`src/rtl/csbm_pkg.sv`:
```
`default_nettype none

package csbm_pkg;

   localparam int MAX_LEN     = 64;
   localparam int ALPHA       = 52;
   localparam int STORE_DEPTH = 64;
   localparam int STORE_AW    = 6;
   localparam int LETTER_W    = 6;
   localparam int COUNT_W     = 7;

   localparam logic [7:0] CHAR_UPPER_A = 8'h41;
   localparam logic [7:0] CHAR_UPPER_Z = 8'h5A;
   localparam logic [7:0] CHAR_LOWER_A = 8'h61;
   localparam logic [7:0] CHAR_LOWER_Z = 8'h7A;

   localparam logic [1:0] STAT_OK         = 2'd0;
   localparam logic [1:0] STAT_NON_LETTER = 2'd1;
   localparam logic [1:0] STAT_TOO_LONG   = 2'd2;

   typedef struct packed {
      logic [7:0] cipher_char;
      logic [7:0] plain_char;
      logic       last_pair;
   } req_type;

   typedef struct packed {
      logic [7:0] out_char;
      logic [5:0] best_shift;
      logic [6:0] best_score;
      logic [1:0] status;
      logic       last_out;
   } rsp_type;

   typedef enum logic [2:0] {
      ST_LOAD,
      ST_DRAIN,
      ST_SEARCH,
      ST_SEARCH_LAST,
      ST_EMIT_READ,
      ST_EMIT_LOAD,
      ST_ERROR
   } state_type;

   typedef struct packed {
      logic accept;
      logic srch_issue;
      logic emit_issue;
      logic emit_load;
      logic emit_next;
      logic err_load;
      logic clear_run;
   } cmd_type;

   typedef struct packed {
      logic err;
      logic srch_at_end;
      logic emit_last;
      logic rsp_free;
   } stat_type;

endpackage

`default_nettype wire

```
`src/rtl/caesar_shift_best_match.sv`:
```
`default_nettype none
// Pairs load at one item per cycle while the block waits in its load state; an item that
// is not marked last gives no result. After the last pair come a drain state, a search
// that reads the count memory for every shift and a closing search state, then for each
// letter a letter store read and a result load, which waits while the result is held.
// An error run gives its single result from the error state after the drain state.
// Reset is synchronous; it empties the counts, the pair count and the error; the store is not cleared.

module caesar_shift_best_match (
   input  wire                clock,
   input  wire                reset,
   input  wire                req_valid,
   output logic               req_ready,
   input  csbm_pkg::req_type  req_data,
   output logic               rsp_valid,
   input  wire                rsp_ready,
   output csbm_pkg::rsp_type  rsp_data
);
   import csbm_pkg::*;

   cmd_type  cmd;
   stat_type stat;

   csbm_ctrl u_ctrl (
      .clock     (clock),
      .reset     (reset),
      .req_valid (req_valid),
      .req_last  (req_data.last_pair),
      .req_ready (req_ready),
      .stat      (stat),
      .cmd       (cmd)
   );

   csbm_dp u_dp (
      .clock     (clock),
      .reset     (reset),
      .req_data  (req_data),
      .cmd       (cmd),
      .stat      (stat),
      .rsp_valid (rsp_valid),
      .rsp_ready (rsp_ready),
      .rsp_data  (rsp_data)
   );

endmodule

`default_nettype wire

```
`src/rtl/csbm_ctrl.sv`:
```
`default_nettype none

module csbm_ctrl (
   input  wire                 clock,
   input  wire                 reset,
   input  wire                 req_valid,
   input  wire                 req_last,
   output logic                req_ready,
   input  csbm_pkg::stat_type  stat,
   output csbm_pkg::cmd_type   cmd
);
   import csbm_pkg::*;

   state_type state_ff;
   state_type state_in;

   always_ff @(posedge clock) begin
      if (reset) begin
         state_ff <= ST_LOAD;
      end else begin
         state_ff <= state_in;
      end
   end

   always_comb begin
      state_in = state_ff;
      case (state_ff)
         ST_LOAD: begin
            if (req_valid && req_last) begin
               state_in = ST_DRAIN;
            end
         end
         ST_DRAIN: begin
            state_in = stat.err ? ST_ERROR : ST_SEARCH;
         end
         ST_SEARCH: begin
            if (stat.srch_at_end) begin
               state_in = ST_SEARCH_LAST;
            end
         end
         ST_SEARCH_LAST: begin
            state_in = ST_EMIT_READ;
         end
         ST_EMIT_READ: begin
            state_in = ST_EMIT_LOAD;
         end
         ST_EMIT_LOAD: begin
            if (stat.rsp_free) begin
               state_in = stat.emit_last ? ST_LOAD : ST_EMIT_READ;
            end
         end
         ST_ERROR: begin
            if (stat.rsp_free) begin
               state_in = ST_LOAD;
            end
         end
         default: begin
            state_in = ST_LOAD;
         end
      endcase
   end

   always_comb begin
      req_ready      = 1'b0;
      cmd            = '0;
      case (state_ff)
         ST_LOAD: begin
            req_ready  = 1'b1;
            cmd.accept = req_valid;
         end
         ST_SEARCH: begin
            cmd.srch_issue = 1'b1;
         end
         ST_EMIT_READ: begin
            cmd.emit_issue = 1'b1;
         end
         ST_EMIT_LOAD: begin
            if (stat.rsp_free) begin
               cmd.emit_load = 1'b1;
               cmd.emit_next = !stat.emit_last;
               cmd.clear_run = stat.emit_last;
            end
         end
         ST_ERROR: begin
            if (stat.rsp_free) begin
               cmd.err_load  = 1'b1;
               cmd.clear_run = 1'b1;
            end
         end
         default: begin
            req_ready = 1'b0;
         end
      endcase
   end

endmodule

`default_nettype wire

```
`src/rtl/csbm_dp.sv`:
```
`default_nettype none

module csbm_dp (
   input  wire                 clock,
   input  wire                 reset,
   input  csbm_pkg::req_type   req_data,
   input  csbm_pkg::cmd_type   cmd,
   output csbm_pkg::stat_type  stat,
   output logic                rsp_valid,
   input  wire                 rsp_ready,
   output csbm_pkg::rsp_type   rsp_data
);
   import csbm_pkg::*;

   function automatic logic is_letter(input logic [7:0] b);
      return ((b >= CHAR_UPPER_A) && (b <= CHAR_UPPER_Z)) ||
             ((b >= CHAR_LOWER_A) && (b <= CHAR_LOWER_Z));
   endfunction

   function automatic logic [LETTER_W-1:0] letter_idx(input logic [7:0] b);
      logic [7:0] v;
      if (b <= CHAR_UPPER_Z) begin
         v = b - CHAR_UPPER_A;
      end else begin
         v = b - CHAR_LOWER_A + 8'd26;
      end
      return v[LETTER_W-1:0];
   endfunction

   // Letter store and count memory.
   logic [LETTER_W-1:0] store_mem [STORE_DEPTH];
   logic [COUNT_W-1:0]  cnt_mem   [ALPHA];

   logic [COUNT_W-1:0]  pair_count_ff, pair_count_in;
   logic [1:0]          error_ff, error_in;
   logic [ALPHA-1:0]    cnt_vld_ff, cnt_vld_in;
   logic                inc_vld_ff, wr_vld_ff;
   logic [LETTER_W-1:0] inc_addr_ff, wr_addr_ff;
   logic [COUNT_W-1:0]  wr_data_ff, cnt_rd_ff;
   logic [LETTER_W-1:0] srch_cnt_ff, srch_cnt_in, srch_idx_ff;
   logic                srch_vld_ff;
   logic [LETTER_W-1:0] best_k_ff, best_k_in;
   logic [COUNT_W-1:0]  best_s_ff, best_s_in;
   logic [STORE_AW-1:0] emit_idx_ff, emit_idx_in;
   logic [LETTER_W-1:0] store_rd_ff;
   logic                rsp_valid_ff, rsp_valid_in;
   rsp_type             rsp_ff, rsp_in;

   logic                c_ok, p_ok, full, pair_ok;
   logic [LETTER_W-1:0] ci, pi, k_addr, rd_addr, rot;
   logic [COUNT_W-1:0]  shift_sum, k_val, inc_old, inc_sum, srch_val, rot_sum;
   logic [7:0]          rot_char;

   always_comb begin
      c_ok      = is_letter(req_data.cipher_char);
      p_ok      = is_letter(req_data.plain_char);
      ci        = letter_idx(req_data.cipher_char);
      pi        = letter_idx(req_data.plain_char);
      full      = pair_count_ff >= COUNT_W'(MAX_LEN);
      pair_ok   = c_ok && p_ok && !full;
      // Shift that takes the cipher letter onto the reference letter, 1..52.
      shift_sum = {1'b0, pi} + COUNT_W'(ALPHA) - {1'b0, ci};
      k_val     = (shift_sum > COUNT_W'(ALPHA)) ? shift_sum - COUNT_W'(ALPHA) : shift_sum;
      k_addr    = LETTER_W'(k_val - 7'd1);
      rd_addr   = cmd.srch_issue ? srch_cnt_ff : k_addr;
   end

   always_comb begin
      error_in = error_ff;
      if (cmd.clear_run) begin
         error_in = STAT_OK;
      end else if (cmd.accept && (error_ff == STAT_OK)) begin
         if (!(c_ok && p_ok)) begin
            error_in = STAT_NON_LETTER;
         end else if (full) begin
            error_in = STAT_TOO_LONG;
         end
      end
      pair_count_in = pair_count_ff;
      if (cmd.clear_run) begin
         pair_count_in = '0;
      end else if (cmd.accept && pair_ok) begin
         pair_count_in = pair_count_ff + 7'd1;
      end
   end

   // The write of the previous item has not reached the read of this one yet.
   always_comb begin
      if (wr_vld_ff && (wr_addr_ff == inc_addr_ff)) begin
         inc_old = wr_data_ff;
      end else if (cnt_vld_ff[inc_addr_ff]) begin
         inc_old = cnt_rd_ff;
      end else begin
         inc_old = '0;
      end
      inc_sum = inc_old + 7'd1;
      cnt_vld_in = cnt_vld_ff;
      if (cmd.clear_run) begin
         cnt_vld_in = '0;
      end else if (inc_vld_ff) begin
         cnt_vld_in[inc_addr_ff] = 1'b1;
      end
   end

   always_comb begin
      srch_cnt_in = srch_cnt_ff;
      if (cmd.srch_issue) begin
         srch_cnt_in = (srch_cnt_ff == LETTER_W'(ALPHA - 1)) ? '0 : srch_cnt_ff + 6'd1;
      end
      srch_val  = cnt_vld_ff[srch_idx_ff] ? cnt_rd_ff : '0;
      best_k_in = best_k_ff;
      best_s_in = best_s_ff;
      if (srch_vld_ff && ((srch_idx_ff == '0) || (srch_val > best_s_ff))) begin
         best_k_in = srch_idx_ff + 6'd1;
         best_s_in = srch_val;
      end
      emit_idx_in = emit_idx_ff;
      if (cmd.clear_run) begin
         emit_idx_in = '0;
      end else if (cmd.emit_next) begin
         emit_idx_in = emit_idx_ff + 6'd1;
      end
   end

   always_comb begin
      rot_sum = {1'b0, store_rd_ff} + {1'b0, best_k_ff};
      rot     = (rot_sum >= COUNT_W'(ALPHA)) ? LETTER_W'(rot_sum - COUNT_W'(ALPHA))
                                             : LETTER_W'(rot_sum);
      if (rot < 6'd26) begin
         rot_char = CHAR_UPPER_A + {2'b00, rot};
      end else begin
         rot_char = CHAR_LOWER_A + {2'b00, rot} - 8'd26;
      end
      rsp_valid_in = rsp_valid_ff;
      rsp_in       = rsp_ff;
      if (cmd.emit_load) begin
         rsp_valid_in       = 1'b1;
         rsp_in.out_char    = rot_char;
         rsp_in.best_shift  = best_k_ff;
         rsp_in.best_score  = best_s_ff;
         rsp_in.status      = STAT_OK;
         rsp_in.last_out    = stat.emit_last;
      end else if (cmd.err_load) begin
         rsp_valid_in       = 1'b1;
         rsp_in.out_char    = '0;
         rsp_in.best_shift  = '0;
         rsp_in.best_score  = '0;
         rsp_in.status      = error_ff;
         rsp_in.last_out    = 1'b1;
      end else if (rsp_ready) begin
         rsp_valid_in = 1'b0;
      end
   end

   always_ff @(posedge clock) begin
      if (reset) begin
         pair_count_ff <= '0;
         error_ff      <= STAT_OK;
         cnt_vld_ff    <= '0;
         inc_vld_ff    <= 1'b0;
         wr_vld_ff     <= 1'b0;
         srch_cnt_ff   <= '0;
         srch_vld_ff   <= 1'b0;
         emit_idx_ff   <= '0;
         rsp_valid_ff  <= 1'b0;
      end else begin
         pair_count_ff <= pair_count_in;
         error_ff      <= error_in;
         cnt_vld_ff    <= cnt_vld_in;
         inc_vld_ff    <= cmd.accept && pair_ok;
         wr_vld_ff     <= inc_vld_ff && !cmd.clear_run;
         srch_cnt_ff   <= srch_cnt_in;
         srch_vld_ff   <= cmd.srch_issue;
         emit_idx_ff   <= emit_idx_in;
         rsp_valid_ff  <= rsp_valid_in;
      end
   end

   always_ff @(posedge clock) begin
      inc_addr_ff <= k_addr;
      wr_addr_ff  <= inc_addr_ff;
      wr_data_ff  <= inc_sum;
      srch_idx_ff <= srch_cnt_ff;
      best_k_ff   <= best_k_in;
      best_s_ff   <= best_s_in;
      rsp_ff      <= rsp_in;
   end

   always_ff @(posedge clock) begin
      if (cmd.accept && pair_ok) begin
         store_mem[pair_count_ff[STORE_AW-1:0]] <= ci;
      end
      if (cmd.emit_issue) begin
         store_rd_ff <= store_mem[emit_idx_ff];
      end
   end

   always_ff @(posedge clock) begin
      if (inc_vld_ff) begin
         cnt_mem[inc_addr_ff] <= inc_sum;
      end
      if ((cmd.accept && pair_ok) || cmd.srch_issue) begin
         cnt_rd_ff <= cnt_mem[rd_addr];
      end
   end

   always_comb begin
      stat.err         = error_ff != STAT_OK;
      stat.srch_at_end = srch_cnt_ff == LETTER_W'(ALPHA - 1);
      stat.emit_last   = {1'b0, emit_idx_ff} == (pair_count_ff - 7'd1);
      stat.rsp_free    = !rsp_valid_ff || rsp_ready;
   end

   assign rsp_valid = rsp_valid_ff;
   assign rsp_data  = rsp_ff;

   a_count_bound: assert property (@(posedge clock) disable iff (reset)
      pair_count_ff <= COUNT_W'(MAX_LEN))
      else $error("pair count beyond maximum length");

   a_no_overlap: assert property (@(posedge clock) disable iff (reset)
      srch_vld_ff |-> !inc_vld_ff)
      else $error("search read overlaps count update");

   a_load_free: assert property (@(posedge clock) disable iff (reset)
      (cmd.emit_load || cmd.err_load) |-> (!rsp_valid_ff || rsp_ready))
      else $error("result register overwritten");

   a_err_load: assert property (@(posedge clock) disable iff (reset)
      cmd.err_load |-> (error_ff != STAT_OK))
      else $error("error result without recorded error");

   a_ok_shift: assert property (@(posedge clock) disable iff (reset)
      cmd.emit_load |=> (rsp_ff.best_shift != 6'd0) && (rsp_ff.best_shift <= 6'd52))
      else $error("chosen shift out of range");

endmodule

`default_nettype wire

```
`config.mk`:
```
export PLATFORM = sky130hd
export DESIGN_NAME = caesar_shift_best_match
export DESIGN_NICKNAME = d
export VERILOG_FILES = /design/src/rtl/csbm_pkg.sv /design/src/rtl/caesar_shift_best_match.sv /design/src/rtl/csbm_ctrl.sv /design/src/rtl/csbm_dp.sv
export SDC_FILE = /design/constraint.sdc
export NUM_CORES = 1
export LEC_CHECK = 0
export BUFFER_PORTS_ARGS = -buffer_cell sky130_fd_sc_hd__buf_2
export CORE_MARGIN = 2
export CORE_UTILIZATION = 40
export DETAILED_ROUTE_END_ITERATION = 12
export PLACE_DENSITY = 0.52
export SETUP_SLACK_MARGIN = 0.1
export SYNTH_ARGS = -nofsm -noshare
export SYNTH_HDL_FRONTEND = slang
export SYNTH_HIERARCHICAL = 1
export SYNTH_SLANG_ARGS = --single-unit
```
`constraint.sdc`:
```
create_clock -name clock -period 15.3 [get_ports clock]
set_input_delay 3.06 -clock clock [delete_from_list [all_inputs] [get_ports clock]]
set_output_delay 3.06 -clock clock [all_outputs]
set_load 0.05 [all_outputs]
```
==> results of run 1 <==
[layout by cell type, fill, tap and decap left out, drive strengths merged, types with 30 or more instances in the layout]
cell type and instances:
ha 48, xnor2 30, dfxtp 107, edfxtp 796, nor2 309, a21oi 46, clkbuf 116, o21ai 36
clkinv 37, buf 73, mux2i 37, mux4 235, inv 53, nand2 64
[Yosys cell counts (all sizes together) (4+ instances only)]
cell type  instances  area (sq um)
and3               6         42.54
or3                7         43.79
dfxtp            107          2142
o21a              13         97.59
nor3b             15         122.6
ha                48         600.6
o31ai              4         30.03
a311oi             4         35.03
a21o              11         82.58
buf               37         180.2
a22oi              4         30.03
or4                8         60.06
nor2             309          1160
inv               50         187.7
nor4               6         37.54
a31oi              8         65.06
a21oi             46         230.2
or3b               5         43.79
mux2              25         289.0
and2              12         75.07
o22ai              7         43.79
nand3             19         95.09
mux2i             37         370.4
nand3b            10         75.07
mux4             235          5293
a221oi             7         61.31
nand2b            15         93.84
xnor2             30         262.8
a31o               4         43.80
a22o               6         52.55
nor2b             17         106.4
nor3              20         105.1
xor2              25         219.0
o21ai             36         180.2
edfxtp           796         23900
nand4              8         50.05
or2                8         50.05
nand2             64         240.2
a211oi            12         95.09
clkbuf            72         270.3
[worst max-delay path: stages]
cell,delay (ns)
buf_2,0.18
nand4b_1,0.18
o21a_1,0.23
or3_1,0.50
a21oi_1,0.18
o21ai_0,0.16
nor3_1,0.45
xor2_4,0.16
buf_4,0.52
ha_1,0.34
inv_1,0.06
ha_1,0.25
nor2b_1,0.17
a221o_1,0.33
or3_1,0.44
a31o_4,0.28
mux2_4,0.34
a31oi_4,0.18
buf_4,0.47
mux2_2,0.39
a22o_1,0.22
or4_1,0.40
[power by group through the flow]
| stage | combinational, mW | sequential [mW] | clock, mW |
|---|---|---|---|
| 2_1_floorplan | 1.03 | 2.91 | 0 |
| 3_5_place_dp | 1.44 | 2.93 | 0 |
| 5_1_grt | 1.55 | 2.88 | 2.40 |
| 6_report | 1.44 | 2.88 | 2.24 |
| 4_1_cts | 1.44 | 2.87 | 2.30 |
| 3_3_place_gp | 1.40 | 2.93 | 0 |
[cells by family after synthesis]
group,count (synthesis)
AND/OR/NAND/NOR,537
multiplexers,297
adder cells (fa/ha/maj),51
XOR/XNOR,56
flip-flops,903
buffers and inverters,159
AO/OA/AOI/OAI,198
[path summary, 6_finish.rpt]
path                                                      end  slack (ns)  cells past startpoint
worst min-delay path              u_dp/srch_idx_ff[1]$_DFF_P_        0.42                      0
worst max-delay path              u_dp/cnt_rd_ff[3]$_DFFE_PP_        6.12                     22
worst min register to register    u_dp/srch_idx_ff[1]$_DFF_P_        0.42                      0
worst max register to register  u_dp/cnt_mem[27][6]$_DFFE_PP_       10.13                     16
[area by class of cell]
| class | count | area share, % |
|---|---|---|
| antenna | 2 | 0.01180 |
| clock buffer | 116 | 5.834 |
| clock inverter | 55 | 1.292 |
| inverter | 50 | 0.4424 |
| multi-input combinational | 1139 | 26.25 |
| sequential | 903 | 61.42 |
| tap | 1254 | 3.698 |
| timing repair buffer | 73 | 1.050 |
[through the flow]
step	hold WS, ns	setup slack, ns	power (mW)	std cells	utilization (%)
after floorplan	0.3290	5.274	3.946	2201	-
after global placement	0.4125	5.828	4.322	3419	42.21
after detailed placement	0.4142	5.566	4.363	3419	42.21
after CTS	0.4250	6.246	6.611	3590	45.45
after global routing	0.4311	5.897	6.821	3590	45.45
final	0.4190	6.120	6.552	3592	45.46
[per-layer routing]
| metal | up-vias | share of wire (%) |
|---|---|---|
| met5 | - | 0.033 |
| met4 | 4 | 2.1 |
| met3 | 133 | 6.6 |
| met2 | 630 | 45 |
| met1 | 10550 | 46 |
| li1 | 8787 | - |
[registers in the layout, summed over array words and instances, names as in the netlist]
register	cells
u_dp/best_k_ff	6
u_ctrl/state_ff	3
u_dp/rsp_valid	1
u_dp/wr_data_ff	7
u_dp/cnt_mem	364
u_dp/rsp_data	24
u_dp/srch_cnt_ff	6
u_dp/srch_idx_ff	6
u_dp/emit_idx_ff	6
u_dp/inc_vld_ff	1
u_dp/best_s_ff	7
u_dp/store_rd_ff	6
u_dp/srch_vld_ff	1
u_dp/wr_addr_ff	6
u_dp/wr_vld_ff	1
u_dp/store_mem	384
u_dp/cnt_vld_ff	52
u_dp/cnt_rd_ff	7
u_dp/inc_addr_ff	6
u_dp/pair_count_ff	7
u_dp/error_ff	2
==> key figures, run 1 <==
GRT
  – Tot GR Track Use: 18.63%
  – Grt total ovfl: 0
  – Grt peak-use layer: met1
  – Grt met1 use: 27.99%
  – Initial antenna violation count: 3
  – Vias in the first global route: 20170
  – Met2 GRT Util: 27.82%
  – Met3 GRT Util: 3.652%
  – First-pass GRT wire length: 134700 um
  – Largest net degree at the start of global routing: 92

Yosys
  – Synthesized Nets: 2272
  – Synth Register Bits: 903
  – Post-synthesis mux area share: 15.80%
  – Synth unique cells: 84
  – Seq/Total Area, Yosys: 69.13%
  – XOR/XNOR Fraction of Synth Area: 1.338%
  – Post-synth EDFFs: 796
  – Post-Synth Adder-Cell Area: 1.727%
  – Largest family of logic cells by synthesized area: multiplexers
  – Mapped Cells: 2201
  – Simple-Gate Fraction of Synth Area: 6.562%
  – Synth Area in Compound Gates: 3.756%
  – Post-Syn Area: 37680 sq um
  – Async S/R FF share, synth: 0%
  – Yosys warnings: 6
  – Primary FF master, synth: edfxtp_1
  – Avg Synthesized Cell Area: 17.12 sq um

Drt
  – Routed Antenna Nets: 0
  – Drt first pass iters: 6
  – Drt via density: 5.595
  – Routed via count: 20100
  – Initial detailed-routing violation count: 2331
  – Routed len/inst: 25.13 um
  – DRC: 0
  – Final wirelength: 90280 um

Timing
  – Period utilization: 60.00%
  – RSZ-0062 raised after global routing: false
  – Fin Setup TNS: 0 ns
  – Fin crit period: 9.180 ns
  – Achievable Freq: 0.1089 GHz
  – Fin. Hold Viols: 0
  – # setup viols final: 0
  – Slew headroom: 16.33%
  – Slew @ Worst Pin: 1.242 ns
  – Slew Limit Fails: 0
  – Worst clock skew: 0.02938 ns

Placed design
  – Placed instance area: 39400 sq um
  – Post-detail-place hpwl: 59680 um
  – GP Congestion: 0.9041
  – Count of input and output buffers: 46

Cells and area
  – Register area: 26060 sq um
  – FILL cells: 8050
  – Post-Layout Inst Area: 42420 sq um
  – P&R area growth vs syn: 12.60%
  – Final net count: 2331
  – Multi-input logic area: 11140 sq um
  – Share of cells above drive strength 1: 22.22%

Clocking
  – Bufs on Longest Clock Path: 3
  – Root Buffer: clkbuf_16
  – Worst-Skew Late Latency: 0.65 ns
  – # hold bufs at CTS: 0
  – Setup bufs post-CTS: 0
  – Clock transition at path regs: 0.06 ns
  – CTS resizes: 0
  – Htree depth: 3
  – Clk sinks: 903
  – TritonCTS clock tree: built
  – Num CTS Buffers: 93

Critical path
  – Data required time of the worst path: 15.67 ns
  – CP Class: in -> reg
  – FF-to-FF Start: u_dp/inc_addr_ff[1]$_DFF_P_
  – Worst setup EP type: flip-flop
  – Critical path startpoint: req_data[13]
  – Critical Path Fanout Max: 65
  – Type of origin of the critical path: primary input
  – Worst path arrival time: 9.55 ns

Pwr
  – Seq pwr share: 43.9%
  – Switching share of power: 28.51%
  – Combinational power share: 21.9%
  – VDD IR max: 164.1 uV
  – Clock Power Share: 34.2%
  – Switching pwr: 1.868 mW
  – Static Leakage: 13.58 nW
  – P_int: 4.684 mW
  – PD cells: 154.4 nW/um^2

Worst hold path
  – Hold path startpoint: u_dp/srch_cnt_ff[1]$_SDFFE_PP0P_
  – Class of the worst hold path: reg -> reg

Floorplanning
  – Starting Density: 40.37%
  – Row count: 112
  – Die H: 310.9 um
  – Die area: 96670 sq um
  – Core box area: 93330 sq um
  – IO Pins: 47
  – Die Wd: 310.9 um

Run
  – Max cap viols: 0

Outcome
  – Outcome: complete, no violations
Note: power is estimated with default switching activity, not from simulation.
==> run 2, diff against run 1 <==
--- a/config.mk
+++ b/config.mk
@@ -5,6 +5,7 @@
 export SDC_FILE = /design/constraint.sdc
 export NUM_CORES = 1
 export LEC_CHECK = 0
+export ABC_AREA = 1
 export BUFFER_PORTS_ARGS = -buffer_cell sky130_fd_sc_hd__buf_2
 export CORE_MARGIN = 2
 export CORE_UTILIZATION = 40
==> constraint.sdc (replaced) <==
create_clock -name clock -period 8.65 [get_ports clock]
set_input_delay 1.73 -clock clock [delete_from_list [all_inputs] [get_ports clock]]
set_output_delay 1.73 -clock clock [all_outputs]
set_load 0.05 [all_outputs]
==> run 2 against run 1 <==
Against the previous run: die area up 2.5%; sequential share of layout area down 1.0 points; utilization down 0.18 points; worst hold slack worse by 0.026 ns; global-route usage up 2.3 points; via count up 28%; setup slack worse by 3.9 ns; register-to-register slack worse by 5.9 ns; synthesized area up 2.5%; clock power up 82%; flip-flop and latch count unchanged; highest routed layer is now met4.
==> key figures, run 2 <==
Clocking
  – Num CTS Buffers: 96
  – CTS resizes: 0
  – TritonCTS clock tree: built
  – Setup bufs post-CTS: 0
  – Root Buffer: clkbuf_16
  – Worst-Skew Late Latency: 0.68 ns
  – # hold bufs at CTS: 0
  – Clk sinks: 903
  – Clock transition at path regs: 0.06 ns
  – Bufs on Longest Clock Path: 3
  – Htree depth: 3

Critical path
  – CP max stage delay: 0.52 ns
  – Worst setup EP type: flip-flop
  – Crit-path slowest cell: nand2_4
  – Worst Path Buf+Inv: 6
  – Critical Path Fanout Max: 66
  – Type of origin of the critical path: primary input
  – Data required time of the worst path: 9.08 ns
  – R2R Setup Slk: 4.20 ns
  – CP Class: in -> reg
  – Critical path's top delay family: simple AND/OR/NAND/NOR gates
  – Worst path arrival time: 6.83 ns

Pwr
  – VDD IR max: 259.6 uV
  – Total chip power: 11.38 mW
  – Combinational power share: 21.1%
  – Switching share of power: 30.69%
  – Switching pwr: 3.492 mW
  – Seq pwr share: 43.0%
  – P_int: 7.887 mW
  – Static Leakage: 14.93 nW
  – Clock Power Share: 35.9%
  – PD cells: 263.7 nW/um^2

Floorplanning
  – Row count: 113
  – Starting Density: 40.53%
  – Die area: 99060 sq um
  – Core box area: 95290 sq um
  – Die Wd: 314.7 um
  – Die H: 314.7 um
  – IO Pins: 47

Yosys
  – Top post-synthesis cells by count: 796 x edfxtp_1, 610 x nand2_1, 511 x nor2_1
  – Post-synth EDFFs: 796
  – Synth Area in Compound Gates: 10.47%
  – Mapped Cells: 3463
  – Largest family of logic cells by synthesized area: simple AND/OR/NAND/NOR gates
  – Synth Register Bits: 903
  – Synthesized Nets: 3534
  – Area leader, netlist: edfxtp_1
  – Async S/R FF share, synth: 0%
  – Seq/Total Area, Yosys: 67.43%
  – Synth area leaders: edfxtp_1 62%, nand2_1 5.9%, dfxtp_1 5.5%
  – Post-Syn Area: 38620 sq um
  – XOR/XNOR Fraction of Synth Area: 0.8844%
  – Avg Synthesized Cell Area: 11.15 sq um
  – Primary FF master, synth: edfxtp_1
  – Most instantiated library cell after synthesis: edfxtp_1
  – Simple-Gate Fraction of Synth Area: 15.46%
  – Synth top area share: 61.89%
  – Yosys warnings: 6
  – Synth unique cells: 57
  – Post-Synth Adder-Cell Area: 1.659%
  – Post-synthesis mux area share: 0.05183%

Cells and area
  – Multi-input logic area: 11120 sq um
  – Final Non-Filler Cells: 4794
  – Max reg flops: 384
  – Core Util, Final: 45.28%
  – Most frequent cells in the layout: 796 x edfxtp_1, 608 x nand2_1, 511 x nor2_1, 259 x o21ai_0
  – Post-Layout Inst Area: 43150 sq um
  – Final net count: 3525
  – Commonest non-fill, non-tap cell in the layout: edfxtp_1
  – Ant diodes: 0
  – FILL cells: 8857
  – Share of cells above drive strength 1: 8.274%
  – P&R area growth vs syn: 11.71%
  – Register area: 26050 sq um

Placed design
  – Count of input and output buffers: 46
  – Placed instance area: 40040 sq um
  – Post-detail-place hpwl: 64660 um
  – Dpl cells: 4621
  – Pre-CTS WS: 1.563 ns
  – GP Congestion: 0.9070

Timing
  – Achievable Freq: 0.1564 GHz
  – Worst clock skew: 0.04742 ns
  – Slew Limit Fails: 0
  – RSZ-0062 raised after global routing: false
  – Slew @ Worst Pin: 1.180 ns
  – Fin. Hold Viols: 0
  – Minimum hold slack: 0.3933 ns
  – Fin crit period: 6.396 ns
  – # setup viols final: 0
  – Slew headroom: 20.75%
  – Final worst setup slack: 2.254 ns
  – Fin Setup TNS: 0 ns
  – Period utilization: 73.94%

Drt
  – Drt via density: 5.381
  – Initial detailed-routing violation count: 2263
  – Final wirelength: 104600 um
  – Drt first pass iters: 8
  – DRC: 0
  – Routed via count: 25800
  – Routed len/inst: 21.82 um
  – Routed Antenna Nets: 0

GRT
  – Vias in the first global route: 24380
  – First-pass GRT wire length: 157200 um
  – Largest net degree at the start of global routing: 183
  – Initial antenna violation count: 4
  – Grt total ovfl: 0
  – Tot GR Track Use: 20.93%

Run
  – Max cap viols: 0

Worst hold path
  – Class of the worst hold path: reg -> reg

Outcome
  – Outcome: complete, no violations
==> run 2: final timing paths <==
kind                                    start                          end  cells after the start
min          u_dp/srch_cnt_ff[0]$_SDFFE_PP0P_  u_dp/srch_idx_ff[0]$_DFF_P_                      0
max                               req_data[9]  u_dp/cnt_rd_ff[5]$_DFFE_PP_                     27
min reg2reg  u_dp/srch_cnt_ff[0]$_SDFFE_PP0P_  u_dp/srch_idx_ff[0]$_DFF_P_                      0
max reg2reg   u_ctrl/state_ff[0]$_SDFFE_PP0P_  u_dp/cnt_rd_ff[2]$_DFFE_PP_                     14
==> run 2: layout make-up <==
| cell class | count | area share (%) |
|---|---|---|
| inverter | 212 | 1.885 |
| multi-input combinational | 2167 | 25.78 |
| clock buffer | 113 | 5.933 |
| sequential | 903 | 60.38 |
| tap | 1265 | 3.668 |
| clock inverter | 60 | 1.276 |
| timing repair buffer | 74 | 1.079 |
==> run 2: cell families (layout without fill, tap and decap cells) <==
family | count (synthesis) | after routing
AND/OR/NAND/NOR | 1426 | 1426
flip-flops | 903 | 903
AO/OA/AOI/OAI | 650 | 650
buffers and inverters | 393 | 459
adder cells (fa/ha/maj) | 50 | 50
XOR/XNOR | 39 | 39
multiplexers | 2 | 2
==> run 2: routing by layer <==
layer,vias to the layer above,track usage [%],wire length (um)
met5,-,0,0
met4,0,6.797,2970
met3,153,3.072,5374
met2,696,33.57,48900
met1,12620,29.30,47350
li1,12330,-,-
==> run 2: power by group through the flow <==
stage / sequential, mW / combinational (mW) / clock [mW]
floorplan: 4.96 / 1.76 / 0
global placement: 4.99 / 2.39 / 0
detailed placement: 4.99 / 2.39 / 0
CTS: 4.89 / 2.40 / 4.17
global route: 4.90 / 2.66 / 4.34
finish: 4.90 / 2.40 / 4.08
